File: src/design/cks_pkg.sv
// Shared types, constants and functions for the ChaCha20 keystream block generator.
// Holds the block constants, register indexes, job and state types, and the quarter-round step.
// No dependencies.
package cks_pkg;

    localparam int BLOCKS_DEF  = 8;
    localparam int BLK_W       = 3;
    localparam int WORD_W      = 3;
    localparam int CFG_IDX_W   = 3;
    localparam int CFG_DATA_W  = 64;
    localparam int QDEPTH      = 2;
    // 20 rounds, two half quarter-rounds each
    localparam int ROUND_STEPS = 40;
    localparam int STEP_W      = $clog2(ROUND_STEPS);

    localparam logic [31:0] SIGMA0 = 32'h6170_7865;
    localparam logic [31:0] SIGMA1 = 32'h3320_646e;
    localparam logic [31:0] SIGMA2 = 32'h7962_2d32;
    localparam logic [31:0] SIGMA3 = 32'h6b20_6574;

    typedef enum logic [CFG_IDX_W-1:0] {
        CFG_KEY01   = 3'd0,
        CFG_KEY23   = 3'd1,
        CFG_KEY45   = 3'd2,
        CFG_KEY67   = 3'd3,
        CFG_NONCE01 = 3'd4,
        CFG_NONCE2  = 3'd5
    } t_cfg_idx;

    typedef struct packed {
        logic [63:0] key01;
        logic [63:0] key23;
        logic [63:0] key45;
        logic [63:0] key67;
        logic [63:0] nonce01;
        logic [31:0] nonce2;
    } t_cfg;

    typedef struct packed {
        logic [31:0]      ctr;
        logic [BLK_W-1:0] blk;
        logic             last;
    } t_job;

    typedef struct packed {
        logic [BLK_W-1:0] blk;
        logic             last;
    } t_tag;

    typedef logic [15:0][31:0] t_state;

    function automatic logic [31:0] rotl(input logic [31:0] v, input int s);
        return (v << s) | (v >> (32 - s));
    endfunction

    // One half of a quarter round: two add, xor, rotate lines. Returns {a, b, c, d}.
    function automatic logic [127:0] qr_half(
        input logic [31:0] a,
        input logic [31:0] b,
        input logic [31:0] c,
        input logic [31:0] d,
        input logic        second
    );
        logic [31:0] na, nb, nc, nd;
        na = a + b;
        nd = second ? rotl(d ^ na, 8) : rotl(d ^ na, 16);
        nc = c + nd;
        nb = second ? rotl(b ^ nc, 7) : rotl(b ^ nc, 12);
        return {na, nb, nc, nd};
    endfunction

    function automatic t_state init_state(input t_cfg cfg, input logic [31:0] ctr);
        t_state s;
        s[0]  = SIGMA0;
        s[1]  = SIGMA1;
        s[2]  = SIGMA2;
        s[3]  = SIGMA3;
        s[4]  = cfg.key01[31:0];
        s[5]  = cfg.key01[63:32];
        s[6]  = cfg.key23[31:0];
        s[7]  = cfg.key23[63:32];
        s[8]  = cfg.key45[31:0];
        s[9]  = cfg.key45[63:32];
        s[10] = cfg.key67[31:0];
        s[11] = cfg.key67[63:32];
        s[12] = ctr;
        s[13] = cfg.nonce01[31:0];
        s[14] = cfg.nonce01[63:32];
        s[15] = cfg.nonce2;
        return s;
    endfunction

endpackage

File: src/design/cks_front.sv
// Front end: accepts a start counter and expands it into one job per block of the batch.
// Depends on cks_pkg.
module cks_front import cks_pkg::*; #(
    parameter int BLOCKS = BLOCKS_DEF
) (
    input  logic        i_clk,
    input  logic        i_rst_n,
    input  logic        i_valid,
    output logic        o_stall,
    input  logic [31:0] i_start_counter,
    output logic        o_push,
    output t_job        o_job,
    input  logic        i_full
);

    localparam int NBLK = (BLOCKS < 1) ? 1 : ((BLOCKS > 8) ? 8 : BLOCKS);
    localparam logic [BLK_W-1:0] LAST_BLK = BLK_W'(NBLK - 1);

    logic             r_busy, n_busy;
    logic [31:0]      r_ctr, n_ctr;
    logic [BLK_W-1:0] r_blk, n_blk;

    assign o_stall = r_busy;
    assign o_push  = r_busy && !i_full;

    assign o_job.ctr  = r_ctr + {{(32-BLK_W){1'b0}}, r_blk};
    assign o_job.blk  = r_blk;
    assign o_job.last = (r_blk == LAST_BLK);

    always_comb begin
        n_busy = r_busy;
        n_ctr  = r_ctr;
        n_blk  = r_blk;
        if (!r_busy && i_valid) begin
            n_busy = 1'b1;
            n_ctr  = i_start_counter;
            n_blk  = '0;
        end else if (o_push) begin
            if (r_blk == LAST_BLK) begin
                n_busy = 1'b0;
            end else begin
                n_blk = r_blk + 1'b1;
            end
        end
    end

    always_ff @(posedge i_clk) begin
        if (!i_rst_n) begin
            r_busy <= 1'b0;
            r_blk  <= '0;
        end else begin
            r_busy <= n_busy;
            r_blk  <= n_blk;
        end
        r_ctr <= n_ctr;
    end

endmodule

File: config.mk
export PLATFORM = sky130hd
export DESIGN_NAME = cks_front
export DESIGN_NICKNAME = d
export VERILOG_FILES = /design/src/design/cks_pkg.sv /design/src/design/cks_front.sv
export SDC_FILE = /design/constraint.sdc
export NUM_CORES = 1
export LEC_CHECK = 0
export BUFFER_PORTS_ARGS = -buffer_cell sky130_fd_sc_hd__buf_2
export CAP_MARGIN = 30
export CORE_ASPECT_RATIO = 0.9
export CORE_MARGIN = 5
export CORE_UTILIZATION = 54
export CTS_BUF_LIST = sky130_fd_sc_hd__clkbuf_4 sky130_fd_sc_hd__clkbuf_8
export CTS_CLUSTER_SIZE = 10
export DETAILED_ROUTE_END_ITERATION = 8
export PLACE_DENSITY_LB_ADDON = 0.2
export SYNTH_ARGS = -nofsm -noshare
export SYNTH_HDL_FRONTEND = slang
export SYNTH_SLANG_ARGS = --single-unit
File: constraint.sdc
create_clock -name i_clk -period 6.6 [get_ports i_clk]
set_input_delay 1.98 -clock i_clk [delete_from_list [all_inputs] [get_ports i_clk]]
set_output_delay 1.98 -clock i_clk [all_outputs]
set_load 0.05 [all_outputs]
==> out/metrics.csv <==
metric;value;unit
Die Area;0.004694;mm2
RePlAce Congestion;0.7502;
WP depth;6;
area of the multi-input gates;799.5;um2
Synth top cells by count;32 x edfxtp_1, 17 x xnor2_1, 13 x xor2_1;
Final setup viols;0;
first-pass GRT wire length;6603;um
largest net degree at the start of global routing;34;
Hold Violations, Final;0;
final routed DRC violation total;0;
CTS resizes;0;
Max Fclk;212.5;MHz
Pleak;0.9782;nW
largest cells by area after synthesis;edfxtp_1 52%, xnor2_1 8.1%, xor2_1 6.2%;
Total Negative Setup Slacks;0;ps
Die X;71.67;um
worst relative slew slack;0.3808;
total grt overflow;0;
Global Route Usage Sum;0.1852;
max-cap violations;0;
ys async rst share;0;
post-synth top area share;0.5200;
Die Ht;65.50;um
max incr delay on CP;630;ps
post-synthesis net count;190;
Critical Path Start Type;register;
drt total wl;3961;um
vias per cell;5.261;
kind of end point of the critical path;output pin;
PD cells;219.7;mW/mm2
most common cell in the synthesized netlist;edfxtp_1;
crit-path leading delay family;simple AND/OR/NAND/NOR gates;
CORE AREA;0.003328;mm2
Post-Synthesis Cells;148;
shortest period the worst path allows;4707;ps
WL/cell;14.56;um
Root Buffer;clkbuf_8;
area leader, netlist;edfxtp_1;
max-slew violation count;0;
crit-path max FO;9;
layout cells sized above 1;0.3816;
Max VDD drop;0.1366;mV
Pre-antenna DRT Iters;4;
Rows;20;
Port Buffers;73;
Ports;74;
P&R area growth vs syn;27.29;%
latest clock arrival within the worst-skew pair;290;ps
worst slew pin tran;926.3;ps
WS Path Type;register to output pin;
DR vias;1431;
Post-DP HPWL;3071;um
CTS clock-pin slew for the worst setup and hold paths;60;ps
top_reg_cell synth;edfxtp_1;
clock skew;7.536;ps
Cell variety after synth;32;
vias in the first global route;1491;
initial antenna violation count;0;
Worst Path Required;4620;ps
status;finished, final reports clean;
RSZ-0062 raised after global routing;no;
CTS tree;done;
worst hold path stage count;2;
crit share post-route;0.7131;
Syn. warnings;0;
post-route ant nets;0;
cts hold-fix bufs;0;
diode count;0;
flops & latches, synth;36;
nets;269;
synthesized area;0.001848;mm2
worst path cell trace;ha_1 > a211oi_1 > or4b_4 > or4_4 > xnor2_2 > buf_2;
Initial Util;0.5553;
FF-to-FF path depth;3;
CTS H-tree depth;2;
syn avg cell area;12.49;um2
CTS Buffer Depth;2;
CTS buffer count;5;
FF/Latch Area;0.001041;mm2
drt initial violations;45;
Critical Path Slowest Stage Cell;or4b_4;
setup bufs post-CTS;0;
Fillers;239;
crit path DAT;2730;ps
post-layout total power;516.9;uW
CP Buf/Inv Count;1;
min-delay worst type;register to register;
R2R setup slack;5130;ps
CTS sink count;36;
Post-synth EDFFs;32;
post-synthesis sequential area ratio;0.5633;
final core utilization;0.7068;
-- state kept, by name, indices dropped and copies added (netlist names) --
register  flops
o_stall       1
r_blk         3
r_ctr        32
-- through the flow --
step	hold WS [ps]	instance area [um2]	instances	setup slack [ps]
6_report	555.7	2352	272	1893
3_5_place_dp	555.0	2265	264	2096
3_3_place_gp	542.9	2265	264	2116
4_1_cts	564.4	2352	272	1884
5_1_grt	615.8	2352	272	1643
2_1_floorplan	767.3	1848	148	1769
-- power breakdown --
part / internal (mW) / leakage [nW] / switching, mW
Clock: 0.0772 / 0.0423 / 0.0762
Sequential: 0.263 / 0.337 / 0.0111
Combinational: 0.0255 / 0.599 / 0.0639
Total: 0.366 / 0.978 / 0.151
-- final cells by class --
cell class,count,area share
clock buffers,6,0.03245
clock inverters,2,0.004787
inverters,1,0.001596
multi-input cells,110,0.3399
flip-flops and latches,36,0.4426
well taps,44,0.02340
repair buffers,73,0.1553
-- worst reg2reg max path, cell delays in order (launching register included) --
cell	delay [ps]
dfxtp_1	350
nor2b_4	710
nand2b_1	250
nor2_1	60
-- layer usage --
layer  share of wire  up-vias  GRT usage  wire length (um)
met2            0.52       53     0.3349              2059
li1                -      710          -                 -
met5               0        -          0                 0
met1            0.38      664     0.1966              1493
met4          0.0066        0    0.04930                26
met3           0.096        4    0.07951               381
-- cell families (layout without fill, tap and decap cells) --
family | Yosys count | count (layout) | share of synthesized area
simple gates | 65 | 65 | 0.2011
flops | 36 | 36 | 0.5633
xor+xnor | 31 | 31 | 0.1510
fa+ha+maj | 6 | 6 | 0.04469
compound gates | 6 | 6 | 0.02099
mux | 2 | 2 | 0.01083
buf+inv | 2 | 82 | 0.008122
-- path summary, 6_finish.rpt --
| path | from | to |
|---|---|---|
| worst max-delay path | r_ctr[1] | o_job[23] |
| worst min-delay path | r_blk[2] | r_blk[2] |
| worst max register to register | o_stall | r_blk[0] |
| worst min register to register | r_blk[2] | r_blk[2] |
-- cells in the final DEF (no fill, tap or decap), drive strengths merged --
cell type	count
nor3	5
inv	1
dfxtp	4
nor4b	2
nand2	9
and4	3
xor2	13
mux2i	2
nor4	5
nor2	10
or4b	1
o21ai	1
a211oi	1
clkinv	1
or4	1
buf	73
nand4	7
fa	1
nor2b	3
xnor2	18
a21oi	2
or2	1
edfxtp	32
a21o	2
clkinvlp	1
and3	3
and2	1
clkbuf	6
nand3	12
nand2b	2
ha	5
No activity file was read; power rests on OpenSTA's default activity.
