<file path="config.mk">
export PLATFORM = sky130hd
export DESIGN_NAME = cks_emit
export DESIGN_NICKNAME = d
export VERILOG_FILES = /design/src/design/cks_pkg.sv /design/src/design/cks_emit.sv
export SDC_FILE = /design/constraint.sdc
export NUM_CORES = 1
export LEC_CHECK = 0
export BUFFER_PORTS_ARGS = -buffer_cell sky130_fd_sc_hd__buf_2
export CAP_MARGIN = 20
export CELL_PAD_IN_SITES_DETAIL_PLACEMENT = 2
export CELL_PAD_IN_SITES_GLOBAL_PLACEMENT = 2
export CORE_MARGIN = 8
export CORE_UTILIZATION = 41
export DETAILED_ROUTE_END_ITERATION = 8
export GPL_TIMING_DRIVEN = 0
export MAX_ROUTING_LAYER = met4
export PLACE_DENSITY = 0.82
export SLEW_MARGIN = 5
export SYNTH_ARGS = -nofsm -noshare
export SYNTH_HDL_FRONTEND = slang
export SYNTH_SLANG_ARGS = --single-unit
</file>
<file path="constraint.sdc">
create_clock -name i_clk -period 109.5 [get_ports i_clk]
set_input_delay 21.9 -clock i_clk [delete_from_list [all_inputs] [get_ports i_clk]]
set_output_delay 21.9 -clock i_clk [all_outputs]
set_load 0.01 [all_outputs]
</file>
<file path="src/design/cks_pkg.sv">
// Shared types, constants and functions for the ChaCha20 keystream block generator.
// Holds the block constants, register indexes, job and state types, and the quarter-round step.
// No dependencies.
package cks_pkg;

    localparam int BLOCKS_DEF  = 8;
    localparam int BLK_W       = 3;
    localparam int WORD_W      = 3;
    localparam int CFG_IDX_W   = 3;
    localparam int CFG_DATA_W  = 64;
    localparam int QDEPTH      = 2;
    // 20 rounds, two half quarter-rounds each
    localparam int ROUND_STEPS = 40;
    localparam int STEP_W      = $clog2(ROUND_STEPS);

    localparam logic [31:0] SIGMA0 = 32'h6170_7865;
    localparam logic [31:0] SIGMA1 = 32'h3320_646e;
    localparam logic [31:0] SIGMA2 = 32'h7962_2d32;
    localparam logic [31:0] SIGMA3 = 32'h6b20_6574;

    typedef enum logic [CFG_IDX_W-1:0] {
        CFG_KEY01   = 3'd0,
        CFG_KEY23   = 3'd1,
        CFG_KEY45   = 3'd2,
        CFG_KEY67   = 3'd3,
        CFG_NONCE01 = 3'd4,
        CFG_NONCE2  = 3'd5
    } t_cfg_idx;

    typedef struct packed {
        logic [63:0] key01;
        logic [63:0] key23;
        logic [63:0] key45;
        logic [63:0] key67;
        logic [63:0] nonce01;
        logic [31:0] nonce2;
    } t_cfg;

    typedef struct packed {
        logic [31:0]      ctr;
        logic [BLK_W-1:0] blk;
        logic             last;
    } t_job;

    typedef struct packed {
        logic [BLK_W-1:0] blk;
        logic             last;
    } t_tag;

    typedef logic [15:0][31:0] t_state;

    function automatic logic [31:0] rotl(input logic [31:0] v, input int s);
        return (v << s) | (v >> (32 - s));
    endfunction

    // One half of a quarter round: two add, xor, rotate lines. Returns {a, b, c, d}.
    function automatic logic [127:0] qr_half(
        input logic [31:0] a,
        input logic [31:0] b,
        input logic [31:0] c,
        input logic [31:0] d,
        input logic        second
    );
        logic [31:0] na, nb, nc, nd;
        na = a + b;
        nd = second ? rotl(d ^ na, 8) : rotl(d ^ na, 16);
        nc = c + nd;
        nb = second ? rotl(b ^ nc, 7) : rotl(b ^ nc, 12);
        return {na, nb, nc, nd};
    endfunction

    function automatic t_state init_state(input t_cfg cfg, input logic [31:0] ctr);
        t_state s;
        s[0]  = SIGMA0;
        s[1]  = SIGMA1;
        s[2]  = SIGMA2;
        s[3]  = SIGMA3;
        s[4]  = cfg.key01[31:0];
        s[5]  = cfg.key01[63:32];
        s[6]  = cfg.key23[31:0];
        s[7]  = cfg.key23[63:32];
        s[8]  = cfg.key45[31:0];
        s[9]  = cfg.key45[63:32];
        s[10] = cfg.key67[31:0];
        s[11] = cfg.key67[63:32];
        s[12] = ctr;
        s[13] = cfg.nonce01[31:0];
        s[14] = cfg.nonce01[63:32];
        s[15] = cfg.nonce2;
        return s;
    endfunction

endpackage

</file>
<file path="src/design/cks_emit.sv">
// Output stage: holds one finished block and sends it out as eight 64-bit words.
// Depends on cks_pkg.
module cks_emit import cks_pkg::*; (
    input  logic              i_clk,
    input  logic              i_rst_n,
    input  logic              i_res_valid,
    input  t_state            i_res,
    input  t_tag              i_tag,
    output logic              o_res_take,
    output logic              o_valid,
    input  logic              i_stall,
    output logic [BLK_W-1:0]  o_block_index,
    output logic [WORD_W-1:0] o_word_index,
    output logic [63:0]       o_keystream_data,
    output logic              o_last_word
);

    localparam logic [WORD_W-1:0] LAST_WORD = '1;

    logic [7:0][63:0]  r_buf;
    logic              r_full;
    logic [WORD_W-1:0] r_word;
    t_tag              r_tag;
    logic              w_send;

    assign w_send     = r_full && !i_stall;
    assign o_res_take = i_res_valid && (!r_full || (w_send && (r_word == LAST_WORD)));

    assign o_valid          = r_full;
    assign o_block_index    = r_tag.blk;
    assign o_word_index     = r_word;
    assign o_keystream_data = r_buf[r_word];
    assign o_last_word      = r_tag.last && (r_word == LAST_WORD);

    always_ff @(posedge i_clk) begin
        if (!i_rst_n) begin
            r_full <= 1'b0;
            r_word <= '0;
        end else begin
            if (o_res_take) begin
                r_full <= 1'b1;
                r_word <= '0;
            end else if (w_send) begin
                if (r_word == LAST_WORD) begin
                    r_full <= 1'b0;
                end
                r_word <= r_word + 1'b1;
            end
        end
        if (o_res_take) begin
            r_tag <= i_tag;
            for (int j = 0; j < 8; j++) begin
                r_buf[j] <= {i_res[2*j+1], i_res[2*j]};
            end
        end
    end

endmodule

</file>
==> run_results.csv <==
group,metric,value,unit
layout,filler_cell_count,4057,
setup_path,critPathCapture,"o_res_take",
detailed_routing,wl,73.1,mm
place,dp_hpwl,53.8,mm
yosys,synth_compound_area_frac,0.000640,
detailed_routing,drt_first_pass_iters,5,
timing,finalHoldViolations,0,
timing,holdWs,668,ps
detailed_routing,routedWlPerCell,33.9,µm
detailed_routing,remaining_drc_errors,0,
floorplan,start_util,0.413,
timing,fin_crit_sh,0.417,
timing,finClkSkew,34.6,ps
clocking,cts_buffers,55,
timing,setup_viol,0,
yosys,postSynthAreaPerCell,25.6,µm²
timing,fmax,0.0219,GHz
yosys,synth.area.mux_share,0.185,
setup_path,r2r_cells,11,
yosys,synth_xor_xnor_area_share,0.000448,
setup_path,worstReg2RegStart,"o_word_index[1]",
yosys,synth_fa_ha_area_frac,0.00128,
detailed_routing,drtIter0Drc,781,
detailed_routing,via_count,11140,
yosys,ys_seq_elements,520,
layout,final_util,0.540,
power,ir_drop,0.0130,mV
floorplan,placementRows,80,
flow_run,cap_violations,0,
layout,nets,1955,
timing,period_minus_slack,45640,ps
grt,grt_pass1_vias,13020,
clocking,cts_setup_buffers,0,
clocking,clkLatencyLatePin,610,ps
place,port_buffers,592,
outcome,outcome,"complete, no violations",
setup_path,start_kind,"input pin",
setup_path,arrival,23740,ps
detailed_routing,ant_nets,0,
yosys,synth_warnings,0,
floorplan,coreArea,47300,µm²
floorplan,dieHeight,234,µm
yosys,synth_top_family_by_area,"multiplexers",
setup_path,r2r_end,"r_buf[413]",
timing,drv_slew,0,
clocking,cts_resized,0,
yosys,synth_cells,764,
power,leakagePower,0.00936,µW
grt,grt_pass1_wl,96.1,mm
grt,grt_max_degree,32,
yosys,synth_area,19500,µm²
setup_path,critPathMaxFanout,29,
layout,drive_above_1_share,0.606,
timing,rsz0062_at_grt,"false",
setup_path,path_class,"input pin to output pin",
floorplan,ios,593,
worst_hold_path,hold_class,"flop to flop",
clocking,path_clk_slew,60,ps
yosys,synth_area_leaders,"edfxtp_1 79%, mux4_2 15%, mux2_2 3.7%",
yosys,syn_nets,1286,
setup_path,cp-end-kind,"output pin",
yosys,netlist.area_leader.share,0.793,
floorplan,die_area,54900,µm²
clocking,cts_hold_buf,0,
layout,syn_to_final_growth,30.9,%
clocking,cts_max_level,2,
grt,gr-usage-all-layers,0.259,
clocking,root_buffer,"clkbuf_16",
clocking,clock_sinks,520,
setup_path,r2r_slack,105940,ps
setup_path,cp.required,87600,ps
timing,fin_tns_setup,0,ps
clocking,cts_buffer_depth,3,
setup_path,critPathLaunch,"i_stall",
power,powerDensity,17.6,nW/µm²
clocking,tritoncts,"yes",
yosys,yosysTopAreaCell,"edfxtp_1",
yosys,synth.distinct_cells,18,
grt,antenna_found_initial,62,
place,globalplace.congestion,0.861,
detailed_routing,avgViaCountPerCell,5.17,
grt,grt-ovfl-total,0,
yosys,seq_area_frac_synth,0.797,
timing,tightest_slew,988,ps
floorplan,die_w,234,µm
yosys,synthSimpleGateAreaFrac,0.00243,
timing,slew_headroom,0.341,
state kept, by name, indices dropped and copies added, names as in the netlist:
name and cells:
o_word_index 3, r_buf 512, o_valid 1, o_block_index 3
r_tag 1
worst max-delay path: stages:
cell and delay (ps):
buf_2 100, nand2b_1 200, a21boi_4 640, buf_16 250, buf_12 210, buf_12 220, buf_2 170
metal layers:
metal / global-route usage / vias to the layer above / share of wire
met5: - / - / 0
met4: 0.102 / 0 / 0.031
met3: 0.0969 / 120 / 0.093
met2: 0.466 / 550 / 0.55
met1: 0.250 / 5746 / 0.33
li1: - / 4724 / -
area by class of cell:
type                    instances  area [µm²]  area share
diodes                         70         175     0.00685
plain buffers                  38         249     0.00974
clock buffers                  69        1430      0.0559
clock inverters                26         241     0.00944
multi-input cells             206        3730       0.146
flip-flops and latches        520       15600       0.609
well taps                     615         769      0.0301
repair buffers                612        3410       0.133
kinds of logic after synthesis:
| family | count (synthesis) |
|---|---|
| DFF | 520 |
| muxes | 194 |
| buffers and inverters | 38 |
| and+or+nand+nor | 7 |
| AOI/OAI and AO/OA | 2 |
| adders and majority gates | 2 |
| xor gates and xnor gates | 1 |
power breakdown:
part / internal, µW / switching (µW) / total [µW]
combinational: 17.5 / 16.7 / 34.2
sequential: 232 / 4.37 / 237
clock: 103 / 77.3 / 180
cells in the final DEF (no fill, tap or decap):
cell type and n:
a21oi_1 1, nor2b_1 2, diode_2 70, nand2b_1 1, buf_2 596, ha_1 2
clkinv_2 6, edfxtp_1 516, buf_6 11, xnor2_1 1, clkbuf_16 55, clkinv_1 14
and2_1 1, a21boi_4 1, inv_6 1, bufinv_16 5, mux4_2 128, nor3b_1 3
buf_4 5, mux2i_1 2, buf_1 9, clkbuf_1 23, buf_16 6, mux2_2 64
dfxtp_1 4, buf_12 14
metrics by stage:
stage,total power (µW),std cells,setup slack [ps],area (µm²)
finish,451,2156,63860,25600
global route,464,2153,63760,25600
CTS,453,2086,63860,25400
detailed placement,274,1991,63860,23700
global placement,291,1971,11200,23300
floorplan,270,764,28140,19500
worst min path at each step:
stage / startpoint / endpoint / cells past startpoint
final: o_valid / o_valid / 2
after global routing: o_valid / o_valid / 2
after CTS: o_valid / o_valid / 2
after detailed placement: o_valid / o_valid / 2
after global placement: o_valid / o_valid / 2
after floorplan: o_valid / o_valid / 2
synth_stat cells:
master    number
a21oi_1        1
a21boi_0       1
dfxtp_1        4
buf_4          5
and2_1         1
nand2b_1       1
nor3b_1        3
mux2i_1        2
nor2b_1        2
clkbuf_1       9
mux4_2       128
buf_6         11
xnor2_1        1
buf_1          9
ha_1           2
mux2_2        64
buf_2          4
edfxtp_1     516
Power figures use the tool's default switching activity.
