==> src/design/cks_pkg.sv <==
// Shared types, constants and functions for the ChaCha20 keystream block generator.
// Holds the block constants, register indexes, job and state types, and the quarter-round step.
// No dependencies.
package cks_pkg;

    localparam int BLOCKS_DEF  = 8;
    localparam int BLK_W       = 3;
    localparam int WORD_W      = 3;
    localparam int CFG_IDX_W   = 3;
    localparam int CFG_DATA_W  = 64;
    localparam int QDEPTH      = 2;
    // 20 rounds, two half quarter-rounds each
    localparam int ROUND_STEPS = 40;
    localparam int STEP_W      = $clog2(ROUND_STEPS);

    localparam logic [31:0] SIGMA0 = 32'h6170_7865;
    localparam logic [31:0] SIGMA1 = 32'h3320_646e;
    localparam logic [31:0] SIGMA2 = 32'h7962_2d32;
    localparam logic [31:0] SIGMA3 = 32'h6b20_6574;

    typedef enum logic [CFG_IDX_W-1:0] {
        CFG_KEY01   = 3'd0,
        CFG_KEY23   = 3'd1,
        CFG_KEY45   = 3'd2,
        CFG_KEY67   = 3'd3,
        CFG_NONCE01 = 3'd4,
        CFG_NONCE2  = 3'd5
    } t_cfg_idx;

    typedef struct packed {
        logic [63:0] key01;
        logic [63:0] key23;
        logic [63:0] key45;
        logic [63:0] key67;
        logic [63:0] nonce01;
        logic [31:0] nonce2;
    } t_cfg;

    typedef struct packed {
        logic [31:0]      ctr;
        logic [BLK_W-1:0] blk;
        logic             last;
    } t_job;

    typedef struct packed {
        logic [BLK_W-1:0] blk;
        logic             last;
    } t_tag;

    typedef logic [15:0][31:0] t_state;

    function automatic logic [31:0] rotl(input logic [31:0] v, input int s);
        return (v << s) | (v >> (32 - s));
    endfunction

    // One half of a quarter round: two add, xor, rotate lines. Returns {a, b, c, d}.
    function automatic logic [127:0] qr_half(
        input logic [31:0] a,
        input logic [31:0] b,
        input logic [31:0] c,
        input logic [31:0] d,
        input logic        second
    );
        logic [31:0] na, nb, nc, nd;
        na = a + b;
        nd = second ? rotl(d ^ na, 8) : rotl(d ^ na, 16);
        nc = c + nd;
        nb = second ? rotl(b ^ nc, 7) : rotl(b ^ nc, 12);
        return {na, nb, nc, nd};
    endfunction

    function automatic t_state init_state(input t_cfg cfg, input logic [31:0] ctr);
        t_state s;
        s[0]  = SIGMA0;
        s[1]  = SIGMA1;
        s[2]  = SIGMA2;
        s[3]  = SIGMA3;
        s[4]  = cfg.key01[31:0];
        s[5]  = cfg.key01[63:32];
        s[6]  = cfg.key23[31:0];
        s[7]  = cfg.key23[63:32];
        s[8]  = cfg.key45[31:0];
        s[9]  = cfg.key45[63:32];
        s[10] = cfg.key67[31:0];
        s[11] = cfg.key67[63:32];
        s[12] = ctr;
        s[13] = cfg.nonce01[31:0];
        s[14] = cfg.nonce01[63:32];
        s[15] = cfg.nonce2;
        return s;
    endfunction

endpackage

==> src/design/cks_queue.sv <==
// Short job queue between the front end and the round engine.
// Depends on cks_pkg.
module cks_queue import cks_pkg::*; (
    input  logic i_clk,
    input  logic i_rst_n,
    input  logic i_push,
    input  t_job i_job,
    output logic o_full,
    output logic o_valid,
    output t_job o_job,
    input  logic i_pop
);

    localparam int PTR_W = (QDEPTH > 1) ? $clog2(QDEPTH) : 1;
    localparam int CNT_W = $clog2(QDEPTH + 1);
    localparam logic [CNT_W-1:0] FULL_CNT = CNT_W'(QDEPTH);
    localparam logic [PTR_W-1:0] LAST_PTR = PTR_W'(QDEPTH - 1);

    t_job             r_mem [QDEPTH];
    logic [PTR_W-1:0] r_wr, r_rd;
    logic [CNT_W-1:0] r_cnt;
    logic             w_push, w_pop;

    assign o_full  = (r_cnt == FULL_CNT);
    assign o_valid = (r_cnt != '0);
    assign o_job   = r_mem[r_rd];
    assign w_push  = i_push && !o_full;
    assign w_pop   = i_pop && o_valid;

    always_ff @(posedge i_clk) begin
        if (!i_rst_n) begin
            r_wr  <= '0;
            r_rd  <= '0;
            r_cnt <= '0;
        end else begin
            if (w_push) begin
                r_wr <= (r_wr == LAST_PTR) ? '0 : r_wr + 1'b1;
            end
            if (w_pop) begin
                r_rd <= (r_rd == LAST_PTR) ? '0 : r_rd + 1'b1;
            end
            if (w_push && !w_pop) begin
                r_cnt <= r_cnt + 1'b1;
            end else if (w_pop && !w_push) begin
                r_cnt <= r_cnt - 1'b1;
            end
        end
        if (w_push) begin
            r_mem[r_wr] <= i_job;
        end
    end

endmodule

==> config.mk <==
export PLATFORM = sky130hd
export DESIGN_NAME = cks_queue
export DESIGN_NICKNAME = d
export VERILOG_FILES = /design/src/design/cks_pkg.sv /design/src/design/cks_queue.sv
export SDC_FILE = /design/constraint.sdc
export NUM_CORES = 1
export LEC_CHECK = 0
export BUFFER_PORTS_ARGS = -buffer_cell sky130_fd_sc_hd__buf_4
export CAP_MARGIN = 20
export CORE_ASPECT_RATIO = 1.2
export CORE_UTILIZATION = 23
export DETAILED_ROUTE_END_ITERATION = 6
export SYNTH_ARGS = -nofsm -noshare
export SYNTH_HDL_FRONTEND = slang
export SYNTH_SLANG_ARGS = --single-unit
==> constraint.sdc <==
create_clock -name i_clk -period 3.7 [get_ports i_clk]
set_clock_uncertainty 0.1 [all_clocks]
set_input_delay 0.185 -clock i_clk [delete_from_list [all_inputs] [get_ports i_clk]]
set_output_delay 0.185 -clock i_clk [all_outputs]
set_load 0.05 [all_outputs]
==> qor.yml <==
worst_setup_path:
  critical_path_class: "flop to output pin"
  critPathCaptureType: "output pin"
  timing.critical_path.cells: "mux2_2 > buf_4"
  timing.critical_path.slowest_cell_delay_ps: 930
  worstRegToRegCells: 2
  reg2reg_slack_ps: 1790
  cp_data_arrival_time_ps: 1910
  cp-start-kind: "flop"
  reg2reg_from: "r_cnt[0]$_SDFFE_PN0P_"
  timing.rr.end: "r_mem[1][21]$_DFFE_PP_"
  worst_path_slowest_cell: "sky130_fd_sc_hd__dfxtp_2"
  worst-path-max-fanout: 36
  worst-path-buf-inv: 1
  critPathRequiredTime_ps: 3410
  path_delay_family: "flip-flops"
cts:
  cts_hold_buf: 37
  clk_transition_reported_paths_ps: 50
  cts-buffers-inserted: 9
  clock_path_buffers: 2
  cts_root_buffer: "sky130_fd_sc_hd__clkbuf_16"
  cts_tree: "done"
  clkLatencyLatePin_ps: 330
  cts_setup_buffers: 0
  ctsHtreeMaxLevel: 3
  cts_resized: 0
  clock_sinks: 77
synthesis:
  xor_xnor_cell_area_share_of_the_yosys_netlist: 0.00928
  mappedNetlistNets: 178
  ys_types: 22
  synth_top_family_by_area: "multiplexers"
  yosysWarningCount: 0
  synth_seq_area_share: 0.799
  synth-adder-area-share: 0.00442
  avg_inst_size_synth_um2: 20.7
  synth_compound_area_frac: 0.0115
  ys_ff_latch: 77
  summed_instance_area_of_the_synthesized_netlist_mm2: 0.00283
  post_synth_and_or_nand_nor_area_fraction: 0.0203
  post_synthesis_cells: 137
  muxShareOfSynthArea: 0.143
placed_design:
  placed_area_mm2: 0.00361
  portBuffers: 77
  place_ws_ps: 1490
  gp_congestion: 0.609
  hpwlAfterDp_um: 3130
sta:
  slew-limit-headroom: 0.385
  post_layout_worst_setup_margin_ps: 1510
  hold_fails_final_rpt: 0
  setup-violations-final: 0
  pins_over_their_slew_limit: 0
  worst_pin_slew_ps: 923
  final_period_minus_worst_setup_slack_ps: 2190
  grt_setup_unrepaired: "false"
  setup-tns-final_ps: 0
  period_share: 0.593
  achievable-frequency_mhz: 456
routing:
  drt_iter0_markers: 34
  vias: 1619
  drtPass1Iterations: 4
  ant_nets: 0
  wl_um: 5190
  avgViaCountPerCell: 3.80
  remaining_drc_errors: 0
  routed_length_per_instance_um: 12.2
floorplan:
  initial_standard_cell_utilization_of_the_core: 0.235
  ioPinCount: 78
  design.die.area_mm2: 0.0128
  core_area_mm2: 0.0121
  die-width_um: 103
  placement_rows: 44
  die_boundary_height_um: 124
global_route:
  grt_pass1_vias: 1650
  globalRoute.totalOverflow: 0
  grt_pass1_wl_um: 7760
  maximum_number_of_pins_on_one_net_before_global_route_repair: 37
  initial_antenna_violation_count: 0
  globalRouteTotalUtil: 0.0858
pwr:
  p_int_mw: 2.10
  power.sequential.fraction: 0.370
  power.share.combinational: 0.353
  clock_power_share: 0.278
  cellPowerDensity_mw_per_mm2: 747
  power_leakage_nw: 1.60
  swShare: 0.346
  irDropWorstVdd_mv: 0.244
  p_sw_mw: 1.11
worst_hold_path:
  hp-start: "i_push"
  worst_hold_path_type: "input pin to flop"
  timing.hold.worst_path_depth: 3
  worst_hold_path.endpoint: "r_wr$_SDFFE_PN0N_"
run:
  timing.max_cap.violations: 0
cells_and_area:
  drive_above_1_share: 0.502
  filler_cell_count: 1123
  design.final.nets: 301
  postLayoutCellArea_mm2: 0.00430
  num_antenna_cells: 0
  syn_to_final_growth_pct: 52.0
run_status:
  outcome: "finished, final reports clean"
cells by family after synthesis:
| group | after synthesis |
|---|---|
| adders and majority gates | 1 |
| muxes | 36 |
| xor gates and xnor gates | 3 |
| AOI/OAI and AO/OA | 5 |
| buffers and inverters | 6 |
| DFF | 77 |
| and+or+nand+nor | 9 |
synth_stat cells (all sizes together):
| master | count | area (um2) |
|---|---|---|
| nand2b | 1 | 6.26 |
| nor3 | 1 | 10.0 |
| a21boi | 2 | 15.0 |
| and3 | 1 | 6.26 |
| o21ai | 2 | 10.0 |
| xor2 | 1 | 8.76 |
| o21a | 1 | 7.51 |
| nor2 | 1 | 3.75 |
| mux2 | 36 | 405 |
| and2 | 3 | 18.8 |
| buf | 4 | 27.5 |
| edfxtp | 72 | 2160 |
| ha | 1 | 12.5 |
| or3 | 1 | 6.26 |
| inv | 2 | 7.50 |
| xnor2 | 2 | 17.5 |
| dfxtp | 5 | 100 |
| or2 | 1 | 6.26 |
placed cells by master (no fill, tap or decap), types with 2 or more instances in the layout:
master and count:
sky130_fd_sc_hd__xnor2_1 2, sky130_fd_sc_hd__mux2_2 36, sky130_fd_sc_hd__clkinv_1 2, sky130_fd_sc_hd__dfxtp_1 4, sky130_fd_sc_hd__and2_1 3, sky130_fd_sc_hd__dlygate4sd3_1 37, sky130_fd_sc_hd__clkinv_2 2, sky130_fd_sc_hd__edfxtp_1 72
sky130_fd_sc_hd__buf_4 77, sky130_fd_sc_hd__clkbuf_16 9, sky130_fd_sc_hd__bufinv_16 2
cell type report:
type / count / area, um2 / share of cell area
sequential: 77 / 2260 / 0.526
timing repair buffer: 116 / 983 / 0.228
multi-input combinational: 54 / 542 / 0.126
clock buffer: 10 / 229 / 0.0532
tap: 161 / 201 / 0.0468
clock inverter: 6 / 77.6 / 0.0180
inverter: 2 / 7.51 / 0.00174
worst register-to-register path: cells and delay by family, from the launching register on:
| kind | cells | cell delay [ps] |
|---|---|---|
| flip-flops | 1 | 420 |
| AND/OR/NAND/NOR | 2 | 990 |
power groups by stage:
| stage | registers (mW) | clock network, mW | logic, mW |
|---|---|---|---|
| after floorplan | 1.14 | 0 | 0.843 |
| after global placement | 1.21 | 0 | 1.10 |
| after detailed placement | 1.21 | 0 | 1.10 |
| after CTS | 1.20 | 0.919 | 1.14 |
| after global routing | 1.21 | 0.959 | 1.20 |
| final | 1.19 | 0.893 | 1.13 |
layer usage:
| metal | wire length [um] | share of wire | global-route usage | vias up |
|---|---|---|---|---|
| li1 | - | - | - | 780 |
| met1 | 2040 | 0.39 | 0.0847 | 783 |
| met2 | 2780 | 0.54 | 0.152 | 45 |
| met3 | 241 | 0.046 | 0.0322 | 11 |
| met4 | 124 | 0.024 | 0.0502 | 0 |
| met5 | 0 | 0 | 0 | - |
sequential cells by signal, summed over array words and instances, names as in the netlist, named ones only:
name / cells
r_mem: 72
r_cnt: 2
r_rd: 1
r_wr: 1
how the worst max path moves through the flow:
stage                     startpoint                     end  slack (ps)  cells after the start
5_1_grt                         flop               o_job[20]        1380                      2
3_3_place_gp   r_cnt[0]$_SDFFE_PN0P_   r_mem[0][3]$_DFFE_PP_        1570                      4
3_5_place_dp   r_cnt[0]$_SDFFE_PN0P_  r_mem[0][23]$_DFFE_PP_        1490                      4
2_1_floorplan  r_cnt[0]$_SDFFE_PN0P_   r_mem[0][0]$_DFFE_PP_        1040                      3
6_report                        flop               o_job[20]        1510                      2
4_1_cts                         flop               o_job[20]        1440                      2
per-stage QoR:
step	instances	util	power, mW	hold WS (ps)
2_1_floorplan	137	-	1.99	184
4_1_cts	425	0.356	3.26	115
6_report	426	0.357	3.22	122
5_1_grt	426	0.357	3.37	142
3_3_place_gp	372	0.300	2.31	271
3_5_place_dp	372	0.300	2.32	274
Power figures use the tool's default switching activity.
